[src/ep2cal_pkg.sv]
// Package with the constants and tables of the seconds-to-calendar converter.
`timescale 1ns / 1ps
`default_nettype none

package ep2cal_pkg;

    localparam int EPOCH_W  = 32;
    localparam int DAYS_W   = 16;
    localparam int TOD_W    = 17;
    localparam int MINS_W   = 11;
    localparam int YEAR_W   = 12;

    localparam logic [25:0] DAY_RECIP   = 26'd50903317;
    localparam int          DAY_SHIFT   = 35;
    localparam logic [9:0]  DAY_DIV     = 10'd675;

    localparam logic [17:0] MIN_RECIP   = 18'd139811;
    localparam int          MIN_SHIFT   = 23;
    localparam logic [11:0] HOUR_RECIP  = 12'd2185;
    localparam int          HOUR_SHIFT  = 17;
    localparam logic [6:0]  SIXTY       = 7'd60;

    localparam logic [15:0] EPOCH_OFFSET  = 16'd671;
    localparam logic [15:0] SKIP_LEAP_DAY = 16'd47541;
    localparam logic [16:0] CYCLE_RECIP   = 17'd91868;
    localparam int          CYCLE_SHIFT   = 27;
    localparam logic [10:0] CYCLE_DAYS    = 11'd1461;
    localparam logic [10:0] CYCLE_LAST    = 11'd1460;
    localparam logic [11:0] YEAR_RECIP    = 12'd2873;
    localparam int          YEAR_SHIFT    = 20;
    localparam logic [8:0]  YEAR_DAYS     = 9'd365;
    localparam logic [11:0] BASE_YEAR     = 12'd1968;
    localparam logic [3:0]  MARCH_JAN     = 4'd10;

    // First day of each month in a year that starts on the first of March.
    function automatic logic [8:0] month_start(input logic [3:0] mp);
        logic [8:0] start;
        case (mp)
            4'd0:    start = 9'd0;
            4'd1:    start = 9'd31;
            4'd2:    start = 9'd61;
            4'd3:    start = 9'd92;
            4'd4:    start = 9'd122;
            4'd5:    start = 9'd153;
            4'd6:    start = 9'd184;
            4'd7:    start = 9'd214;
            4'd8:    start = 9'd245;
            4'd9:    start = 9'd275;
            4'd10:   start = 9'd306;
            4'd11:   start = 9'd337;
            default: start = 9'd0;
        endcase
        return start;
    endfunction

endpackage

`default_nettype wire

[src/epoch_seconds_to_calendar.sv]
// Top level of the seconds-to-calendar converter: handshake, day split and time of day.
//
//  Channel   Direction  Handshake          Payload
//  s_        in         s_valid/s_ready    s_epoch_seconds (32 bits)
//  m_        out        m_valid/m_ready    full_year, year_in_century, month, day,
//                                          hour, minute, second
//
// One request enters per cycle unless a stall on the output holds the pipeline.
// The rate is set by the eight-stage pipeline, which advances as a whole.
// A stall on the output freezes every stage; nothing is dropped or repeated.
// Reset is synchronous and clears the stage valid bits only.
`timescale 1ns / 1ps
`default_nettype none

module epoch_seconds_to_calendar (
    input  wire logic                              aclk,
    input  wire logic                              aresetn,
    input  wire logic                              s_valid,
    output logic                                   s_ready,
    input  wire logic [ep2cal_pkg::EPOCH_W-1:0]    s_epoch_seconds,
    output logic                                   m_valid,
    input  wire logic                              m_ready,
    output logic      [ep2cal_pkg::YEAR_W-1:0]     m_full_year,
    output logic      [6:0]                        m_year_in_century,
    output logic      [3:0]                        m_month,
    output logic      [4:0]                        m_day,
    output logic      [4:0]                        m_hour,
    output logic      [5:0]                        m_minute,
    output logic      [5:0]                        m_second
);

    logic        adv;
    logic [7:0]  valid_reg, valid_next;

    logic [31:0] s1_reg;
    logic [31:0] s2_reg;
    logic [50:0] prod1_reg, prod1_next;

    logic [15:0] days_reg, days_next;
    logic [16:0] tod_reg, tod_next;
    logic [25:0] days_mul;
    logic [24:0] rem_wide;

    logic [16:0] tod4_reg;
    logic [34:0] prods_reg, prods_next;

    logic [10:0] mins_reg, mins_next;
    logic [5:0]  sec5_reg, sec5_next;
    logic [16:0] mins_mul;

    logic [22:0] prodh_reg, prodh_next;
    logic [10:0] mins6_reg;
    logic [5:0]  sec6_reg;

    logic [4:0]  hour7_reg, hour7_next;
    logic [5:0]  minute7_reg, minute7_next;
    logic [5:0]  sec7_reg;
    logic [10:0] hour_mul;

    logic [4:0]  hour_reg;
    logic [5:0]  minute_reg;
    logic [5:0]  second_reg;

    assign adv     = !valid_reg[7] || m_ready;
    assign s_ready = adv;
    assign m_valid = valid_reg[7];

    always_comb begin
        valid_next = {valid_reg[6:0], s_valid};
    end

    always_ff @(posedge aclk) begin
        if (!aresetn) begin
            valid_reg <= '0;
        end else if (adv) begin
            valid_reg <= valid_next;
        end
    end

    // Days are the seconds over 128 divided by 675, by reciprocal multiply.
    always_comb begin
        prod1_next = {26'd0, s1_reg[31:7]} * {25'd0, ep2cal_pkg::DAY_RECIP};
    end

    always_comb begin
        days_next = prod1_reg[50:ep2cal_pkg::DAY_SHIFT];
        days_mul  = {10'd0, days_next} * {16'd0, ep2cal_pkg::DAY_DIV};
        rem_wide  = s2_reg[31:7] - days_mul[24:0];
        tod_next  = {rem_wide[9:0], s2_reg[6:0]};
    end

    always_comb begin
        prods_next = {18'd0, tod_reg} * {17'd0, ep2cal_pkg::MIN_RECIP};
    end

    always_comb begin
        mins_next = prods_reg[33:ep2cal_pkg::MIN_SHIFT];
        mins_mul  = {6'd0, mins_next} * {10'd0, ep2cal_pkg::SIXTY};
        sec5_next = 6'(tod4_reg - mins_mul);
    end

    always_comb begin
        prodh_next = {12'd0, mins_reg} * {11'd0, ep2cal_pkg::HOUR_RECIP};
    end

    always_comb begin
        hour7_next   = prodh_reg[21:ep2cal_pkg::HOUR_SHIFT];
        hour_mul     = {6'd0, hour7_next} * {4'd0, ep2cal_pkg::SIXTY};
        minute7_next = 6'(mins6_reg - hour_mul);
    end

    always_ff @(posedge aclk) begin
        if (adv) begin
            s1_reg      <= s_epoch_seconds;
            s2_reg      <= s1_reg;
            prod1_reg   <= prod1_next;
            days_reg    <= days_next;
            tod_reg     <= tod_next;
            tod4_reg    <= tod_reg;
            prods_reg   <= prods_next;
            mins_reg    <= mins_next;
            sec5_reg    <= sec5_next;
            prodh_reg   <= prodh_next;
            mins6_reg   <= mins_reg;
            sec6_reg    <= sec5_reg;
            hour7_reg   <= hour7_next;
            minute7_reg <= minute7_next;
            sec7_reg    <= sec6_reg;
            hour_reg    <= hour7_reg;
            minute_reg  <= minute7_reg;
            second_reg  <= sec7_reg;
        end
    end

    ep2cal_date u_date (
        .aclk            (aclk),
        .en              (adv),
        .days            (days_reg),
        .full_year       (m_full_year),
        .year_in_century (m_year_in_century),
        .month           (m_month),
        .day             (m_day)
    );

    assign m_hour   = hour_reg;
    assign m_minute = minute_reg;
    assign m_second = second_reg;

endmodule

`default_nettype wire

[src/ep2cal_date.sv]
// Five-stage datapath from a day count since 1970 to year, month and day.
`timescale 1ns / 1ps
`default_nettype none

module ep2cal_date (
    input  wire logic                             aclk,
    input  wire logic                             en,
    input  wire logic [ep2cal_pkg::DAYS_W-1:0]    days,
    output logic      [ep2cal_pkg::YEAR_W-1:0]    full_year,
    output logic      [6:0]                       year_in_century,
    output logic      [3:0]                       month,
    output logic      [4:0]                       day
);

    logic [15:0] z_reg, z_next;
    logic [32:0] prodc_reg, prodc_next;

    logic [5:0]  cyc_reg, cyc_next;
    logic [10:0] doc_reg, doc_next;
    logic [15:0] cyc_days;

    logic [22:0] prody_reg, prody_next;
    logic [10:0] doc6_reg;
    logic [5:0]  cyc6_reg;
    logic [10:0] doc_adj;

    logic [8:0]  doy_reg, doy_next;
    logic [11:0] ymarch_reg, ymarch_next;
    logic [1:0]  yoc;
    logic [10:0] yoc_days;

    logic [3:0]  mp;
    logic [8:0]  day_off;
    logic [11:0] year_full;
    logic [11:0] year_yic;

    logic [11:0] year_reg, year_next;
    logic [6:0]  yic_reg, yic_next;
    logic [3:0]  month_reg, month_next;
    logic [4:0]  day_reg, day_next;

    // Cycles of four March-based years from 1968-03-01; 2100 has no leap day.
    always_comb begin
        z_next = days + ep2cal_pkg::EPOCH_OFFSET
                 + ((days >= ep2cal_pkg::SKIP_LEAP_DAY) ? 16'd1 : 16'd0);
        prodc_next = {17'd0, z_next} * {16'd0, ep2cal_pkg::CYCLE_RECIP};
    end

    always_comb begin
        cyc_next = prodc_reg[32:ep2cal_pkg::CYCLE_SHIFT];
        cyc_days = {10'd0, cyc_next} * {5'd0, ep2cal_pkg::CYCLE_DAYS};
        doc_next = 11'(z_reg - cyc_days);
    end

    always_comb begin
        doc_adj = doc_reg - ((doc_reg == ep2cal_pkg::CYCLE_LAST) ? 11'd1 : 11'd0);
        prody_next = {12'd0, doc_adj} * {11'd0, ep2cal_pkg::YEAR_RECIP};
    end

    always_comb begin
        yoc = prody_reg[21:ep2cal_pkg::YEAR_SHIFT];
        yoc_days = {9'd0, yoc} * {2'd0, ep2cal_pkg::YEAR_DAYS};
        doy_next = 9'(doc6_reg - yoc_days);
        ymarch_next = ep2cal_pkg::BASE_YEAR + {4'd0, cyc6_reg, 2'b00} + {10'd0, yoc};
    end

    always_comb begin
        mp = 4'd0;
        for (int k = 1; k < 12; k++) begin
            if (doy_reg >= ep2cal_pkg::month_start(4'(k))) begin
                mp = mp + 4'd1;
            end
        end
        day_off = doy_reg - ep2cal_pkg::month_start(mp) + 9'd1;
        day_next = day_off[4:0];
        if (mp < ep2cal_pkg::MARCH_JAN) begin
            month_next = mp + 4'd3;
            year_full  = ymarch_reg;
        end else begin
            month_next = mp - 4'd9;
            year_full  = ymarch_reg + 12'd1;
        end
        year_next = year_full;
        if (year_full < 12'd2000) begin
            year_yic = year_full - 12'd1900;
        end else if (year_full < 12'd2100) begin
            year_yic = year_full - 12'd2000;
        end else begin
            year_yic = year_full - 12'd2100;
        end
        yic_next = year_yic[6:0];
    end

    always_ff @(posedge aclk) begin
        if (en) begin
            z_reg      <= z_next;
            prodc_reg  <= prodc_next;
            cyc_reg    <= cyc_next;
            doc_reg    <= doc_next;
            prody_reg  <= prody_next;
            doc6_reg   <= doc_reg;
            cyc6_reg   <= cyc_reg;
            doy_reg    <= doy_next;
            ymarch_reg <= ymarch_next;
            year_reg   <= year_next;
            yic_reg    <= yic_next;
            month_reg  <= month_next;
            day_reg    <= day_next;
        end
    end

    assign full_year       = year_reg;
    assign year_in_century = yic_reg;
    assign month           = month_reg;
    assign day             = day_reg;

endmodule

`default_nettype wire

[config.mk]
export PLATFORM = sky130hd
export DESIGN_NAME = epoch_seconds_to_calendar
export DESIGN_NICKNAME = d
export VERILOG_FILES = /design/src/ep2cal_pkg.sv /design/src/epoch_seconds_to_calendar.sv /design/src/ep2cal_date.sv
export SDC_FILE = /design/constraint.sdc
export NUM_CORES = 2
export LEC_CHECK = 0
export BUFFER_PORTS_ARGS = -buffer_cell sky130_fd_sc_hd__clkbuf_2
export CORE_MARGIN = 2
export CORE_UTILIZATION = 55
export DETAILED_ROUTE_END_ITERATION = 6
export PLACE_DENSITY = 0.67
export SYNTH_ARGS = -nofsm -noshare
export SYNTH_HDL_FRONTEND = slang
export SYNTH_HIERARCHICAL = 1
export SYNTH_SLANG_ARGS = --single-unit
[constraint.sdc]
create_clock -name aclk -period 20.3 [get_ports aclk]
set_input_delay 4.06 -clock aclk [delete_from_list [all_inputs] [get_ports aclk]]
set_output_delay 4.06 -clock aclk [all_outputs]
set_load 0.01 [all_outputs]
; Word-level counts from Yosys, hierarchy flattened
; Memory sizes are Yosys's and may differ from the RTL's.
; Index checks and enable logic that the tools add are counted.
; W data, S select, Z words.
[word_totals]
reg_bits = 411
latchBits = 0
ramBits = 0
mem_bits_ro = 144
in_bits = 36
out_inout_bits = 47
wordCells = 106
mem_count = 1
[memory_table]
columns = name, depth, width, rd, rd_ports_with_merged_regs, write_ports, line
row1 = (name not given), 16, 9, 1, 0, 0, ep2cal_pkg.sv:38  ; case (mp)
[op_classes]
n_addsub = 28
mul = 10
div_mod_pow = 0
order_cmp = 15
n_eq_ne = 1
shift = 0
mux = 17
bitwise = 0
n_reduce_logical = 2
[op_table]
columns = cell, count
row1 = $mul A25 B26 Y51 const B, 1
row2 = $mul A11 B12 Y22 const B, 2
row3 = $mux W4, 11
row4 = $add A4 B1 Y4 const B, 9
row5 = $ge A9 B8 Y1 const B, 4
row6 = $mul A17 B18 Y34 const B, 1
row7 = $mul A16 B15 Y31 const B, 1
row8 = $ge A9 B9 Y1 const B, 3
row9 = $ge A9 B7 Y1 const B, 2
row10 = $add A16 B1 Y16, 1
row11 = $add A16 B10 Y16 const B, 1
row12 = $ge A16 B16 Y1 const B, 1
row13 = $mul A16 B10 Y10 const B, 1
row14 = $mux W7, 2
row15 = $sub A7 B7 Y7 const B, 2
row16 = $add A11 B8 Y12 const A, 1
row17 = $add A12 B1 Y12 const B, 1
row18 = $add A12 B2 Y12, 1
row19 = $lt A12 B11 Y1 const B, 1
row20 = $lt A12 B12 Y1 const B, 1
row21 = $mux W12, 1
row22 = $sub A6 B6 Y6, 2
row23 = $eq A11 B11 Y1 const B, 1
row24 = $mul A11 B4 Y4 const B, 1
row25 = 19 further kinds, 21

; Logic depth before layout (Yosys ltp)
[depth]
word_depth = 27
mapped_depth = 46
ltp_nobuf = 44

; Hierarchy
; The synthesis kept the hierarchy.
[by_module_without_submodules]
columns = mod, instances, cells_each, area_each_um2
row1 = epoch_seconds_to_calendar, 1, 1790, 20838.7
row2 = ep2cal_date, 1, 1367, 14084.8

; Least setup slack after synthesis
; Ideal clock, no wire load.
[synth_path]
kind = input to output
from = input m_ready
to = output s_ready
arrival_ns = 9.684
t_required_ns = 16.240
setup_slack_ns = 6.556
stages = 3
path_buffers = 1
path_cell_list = nor2b_1 > clkbuf_1 > clkinv_1
[synth_via]
elab_chain_len = 1
[synth_rtl]
columns = element, line
row1 = from (decl), epoch_seconds_to_calendar.sv:22  ; input wire logic m_ready,
row2 = $logic_or A1 B1 Y1, epoch_seconds_to_calendar.sv:64  ; assign adv = !valid_reg[7] || m_ready;
row3 = to (decl), epoch_seconds_to_calendar.sv:19  ; output logic s_ready,
; Every way passes these cells.

; Worst setup path after layout
[layout_path]
from = register u_date.doy_reg[7]
to = register u_date.yic_reg[5] (netlist: u_date/year_in_century[5]) (data pin)
[layout_via]
elab_chain_len = 27
[layout_rtl]
columns = element, line
row1 = from (decl), ep2cal_date.sv:27  ; logic [8:0] doy_reg, doy_next;
row2 = from (signal assigned), ep2cal_date.sv:103  ; doy_reg <= doy_next;
row3 = $ge A9 B5 Y1, ep2cal_date.sv:70  ; if (doy_reg >= ep2cal_pkg::month_start(4'(k))) begin
row4 = $mux W1, ep2cal_date.sv:70
row5 = $add A1 B1 Y2, ep2cal_date.sv:71  ; mp = mp + 4'd1;
row6 = $mux W4, ep2cal_date.sv:70
row7 = $add A4 B1 Y4, ep2cal_date.sv:71
row8 = $mux W4, ep2cal_date.sv:70
row9 = $add A4 B1 Y4, ep2cal_date.sv:71
row10 = $mux W4, ep2cal_date.sv:70
row11 = [... 13 more ...], -
row12 = $mux W4 (*), ep2cal_date.sv:70
row13 = $lt A4 B4 Y1 (*), ep2cal_date.sv:76  ; if (mp < ep2cal_pkg::MARCH_JAN) begin
row14 = $mux W12 (*), ep2cal_date.sv:76
row15 = net u_date.year_full[4], ep2cal_date.sv:34  ; logic [11:0] year_full;
row16 = $lt A12 B12 Y1 (tied with other cells), ep2cal_date.sv:86  ; end else if (year_full < 12'd2100) begin
row17 = $mux W7, ep2cal_date.sv:86
row18 = $mux W7 (*), ep2cal_date.sv:84  ; if (year_full < 12'd2000) begin
row19 = net u_date.year_yic[5], ep2cal_date.sv:35  ; logic [11:0] year_yic;
row20 = to (signal assigned), ep2cal_date.sv:106  ; yic_reg <= yic_next;
row21 = to (decl), ep2cal_date.sv:38  ; logic [6:0] yic_reg, yic_next;
; Mark *: on every way through the listed nets, which the timed path passes. The rest lies on a longest branch.
; A chain may end at the register's enable or synchronous reset.

==> flow_summary.ini <==
[synth]
synth-seq-cells = 288
synthArstFlopShare = 0
synth_cells = 3157
synth_warnings = 6
synth.top_cells.by_area = ha_1, edfxtp_1, fa_1
synth_largest_area_cell = ha_1
synthFlopType = edfxtp_1
synth-seq-area-share = 0.2453
netlist_area_sq_mm = 0.03492
yosysUniqueCellTypes = 97
syn_nets = 4334
synth_edf_count = 280
avgSynthCellArea_sq_um = 11.06
synth_top_area_share = 0.2687

[floorplan]
die_height_um = 256.0
io_pins = 83
core_area_sq_mm = 0.06297
die_area_sq_mm = 0.06553
rows = 92
start_util = 0.5546
die_x_um = 256.0

[critical_path]
cpPeakStageDelay_ns = 0.62
critPathMaxFanout = 16
regToRegSetupSlack_ns = 10.04
r2r_start = u_date/doy_reg[7]
start_kind = register
crit_top_cell = ha_1
critPathKind = register to register
worstSetupEndpointType = register
slowest_stage = edfxtp_1
r2r-end = u_date/year_in_century[5]
r2r_cells = 41
arrival_ns = 10.54
crit_start = u_date/doy_reg[7]
cp.required_ns = 20.58
endpoint = u_date/year_in_century[5]

[outcome]
status = completed

[placed_design]
dpl.hpwl_um = 58890
gp_congestion = 0.8906
port_buffers = 82

[sta]
skew_ns = 0.01977
post-route-period-util = 0.5056
fmax_mhz = 97.43
period_needed_ns = 10.26
tns_ns = 0
worst_pin_slew_ns = 1.242
rsz0062_at_grt = false
relSlewSlack = 0.1661
hold_viol_final = 0
final-setup-viol-count = 0
slew_viol_final = 0

[cells_and_area]
diodes = 0
syn_to_final_growth_pct = 7.642
final_common_cell = inv_1
final_cell_mix = inv_1, ha_1, fa_1
nNetsFinal = 4443
largest_reg_flops = 32
drive_gt1_frac = 0.06261

[clock_network]
path_clk_slew_ns = 0.06
tritoncts = built
clkLatencyLatePin_ns = 0.56
cts.sinks = 288
cts_root_buf = clkbuf_16
cts_resized = 0
cts_buffers = 36
post_cts_buffers = 0
htree_levels = 2
ctsHoldBuffers = 0
clockBufferDepth = 3

[route]
via_count = 21960
drtIter0Drc = 1026
avgViaCountPerCell = 5.309
routed_wl_um = 70160
firstDrtPassIters = 6
remaining_drc_errors = 0
ant_nets = 0
detail_route.wl_per_cell_um = 16.96

[global_routing]
antenna_found_initial = 0
grt_usage = 0.2262
grt_pass1_wl_um = 119900
overflow = 0
grt_pass1_vias = 24420
grt_max_degree = 85

[job]
drv_cap = 0

[worst_hold_path]
hp-class = register to register
cells in the mapped netlist, drive strengths merged, types with 6 or more instances:
| master | number |
|---|---|
| and2 | 12 |
| o211a | 7 |
| or3 | 7 |
| o21bai | 12 |
| xnor2 | 118 |
| mux2i | 8 |
| o2111ai | 6 |
| nor3 | 20 |
| nor3b | 7 |
| xor2 | 41 |
| a21boi | 9 |
| buf | 13 |
| o211ai | 16 |
| a211oi | 8 |
| and3 | 17 |
| o21a | 14 |
| a31oi | 13 |
| o21ai | 56 |
| inv | 852 |
| o22ai | 10 |
| fa | 391 |
| a41oi | 6 |
| nor2b | 12 |
| nor4 | 10 |
| a2111oi | 8 |
| ha | 750 |
| a21o | 47 |
| dfxtp | 8 |
| or2 | 10 |
| nand2 | 90 |
| nand3 | 22 |
| nand4 | 19 |
| clkbuf | 6 |
| edfxtp | 280 |
| nand2b | 12 |
| nor2 | 57 |
| a21oi | 100 |
| o31ai | 9 |
cell families (layout without fill, tap and decap cells):
group | count (synthesis) | count (layout) | synth area share
buf+inv | 873 | 1006 | 0.09451
fa+ha+maj | 1141 | 1141 | 0.4928
xor+xnor | 161 | 161 | 0.04124
compound gates | 376 | 376 | 0.07706
flops | 288 | 288 | 0.2453
simple gates | 307 | 307 | 0.04564
mux | 11 | 11 | 0.003368
per-layer routing:
layer  part of all wire  track usage  up-vias
met5                  0            0        -
met4              0.030      0.07001        0
met3              0.035      0.02961      109
met2               0.51       0.4062      347
met1               0.43       0.2832    10890
li1                   -            -    10610
through the flow:
stage / util / area [sq um] / setup slack (ns) / cells / hold slack [ns]
floorplan: - / 34920 / 6.556 / 3157 / 0.4003
finish: 0.5970 / 37590 / 10.04 / 4136 / 0.4111
global route: 0.5970 / 37590 / 9.170 / 4136 / 0.4194
CTS: 0.5970 / 37590 / 10.14 / 4136 / 0.4001
global placement: 0.5775 / 36360 / 10.29 / 4074 / 0.4002
detailed placement: 0.5775 / 36360 / 10.14 / 4074 / 0.4045
cell type report:
cell class / count / area (sq um)
Fill cell: 5229 / 25370
Clock inverter: 23 / 305.3
Clock buffer: 39 / 922.1
Tap cell: 846 / 1059
Inverter: 854 / 3213
Sequential cell: 288 / 8568
Timing Repair Buffer: 90 / 470.5
Multi-Input combinational cell: 1996 / 23050
worst min-delay path by stage:
stage                        startpoint      endpoint  cells after the start
after floorplan           prod1_reg[45]  days_reg[10]                      0
after global placement        s1_reg[6]     s2_reg[6]                      0
after detailed placement    tod4_reg[1]   sec5_reg[1]                      0
after CTS                     s2_reg[0]    tod_reg[0]                      0
after global routing          s1_reg[5]     s2_reg[5]                      0
final                         s2_reg[0]    tod_reg[0]                      0
worst max-delay path: cells and delay by family (launching register included):
kind / cells / cell delay, ns
xor+xnor: 1 / 0.12
compound gates: 11 / 3.01
simple gates: 10 / 1.87
fa+ha+maj: 10 / 2.93
buf+inv: 5 / 0.56
flops: 1 / 0.62
mux: 4 / 0.85
Power is not shown: default switching activity piles up to over one toggle a cycle in this logic, so the estimate is an artifact.
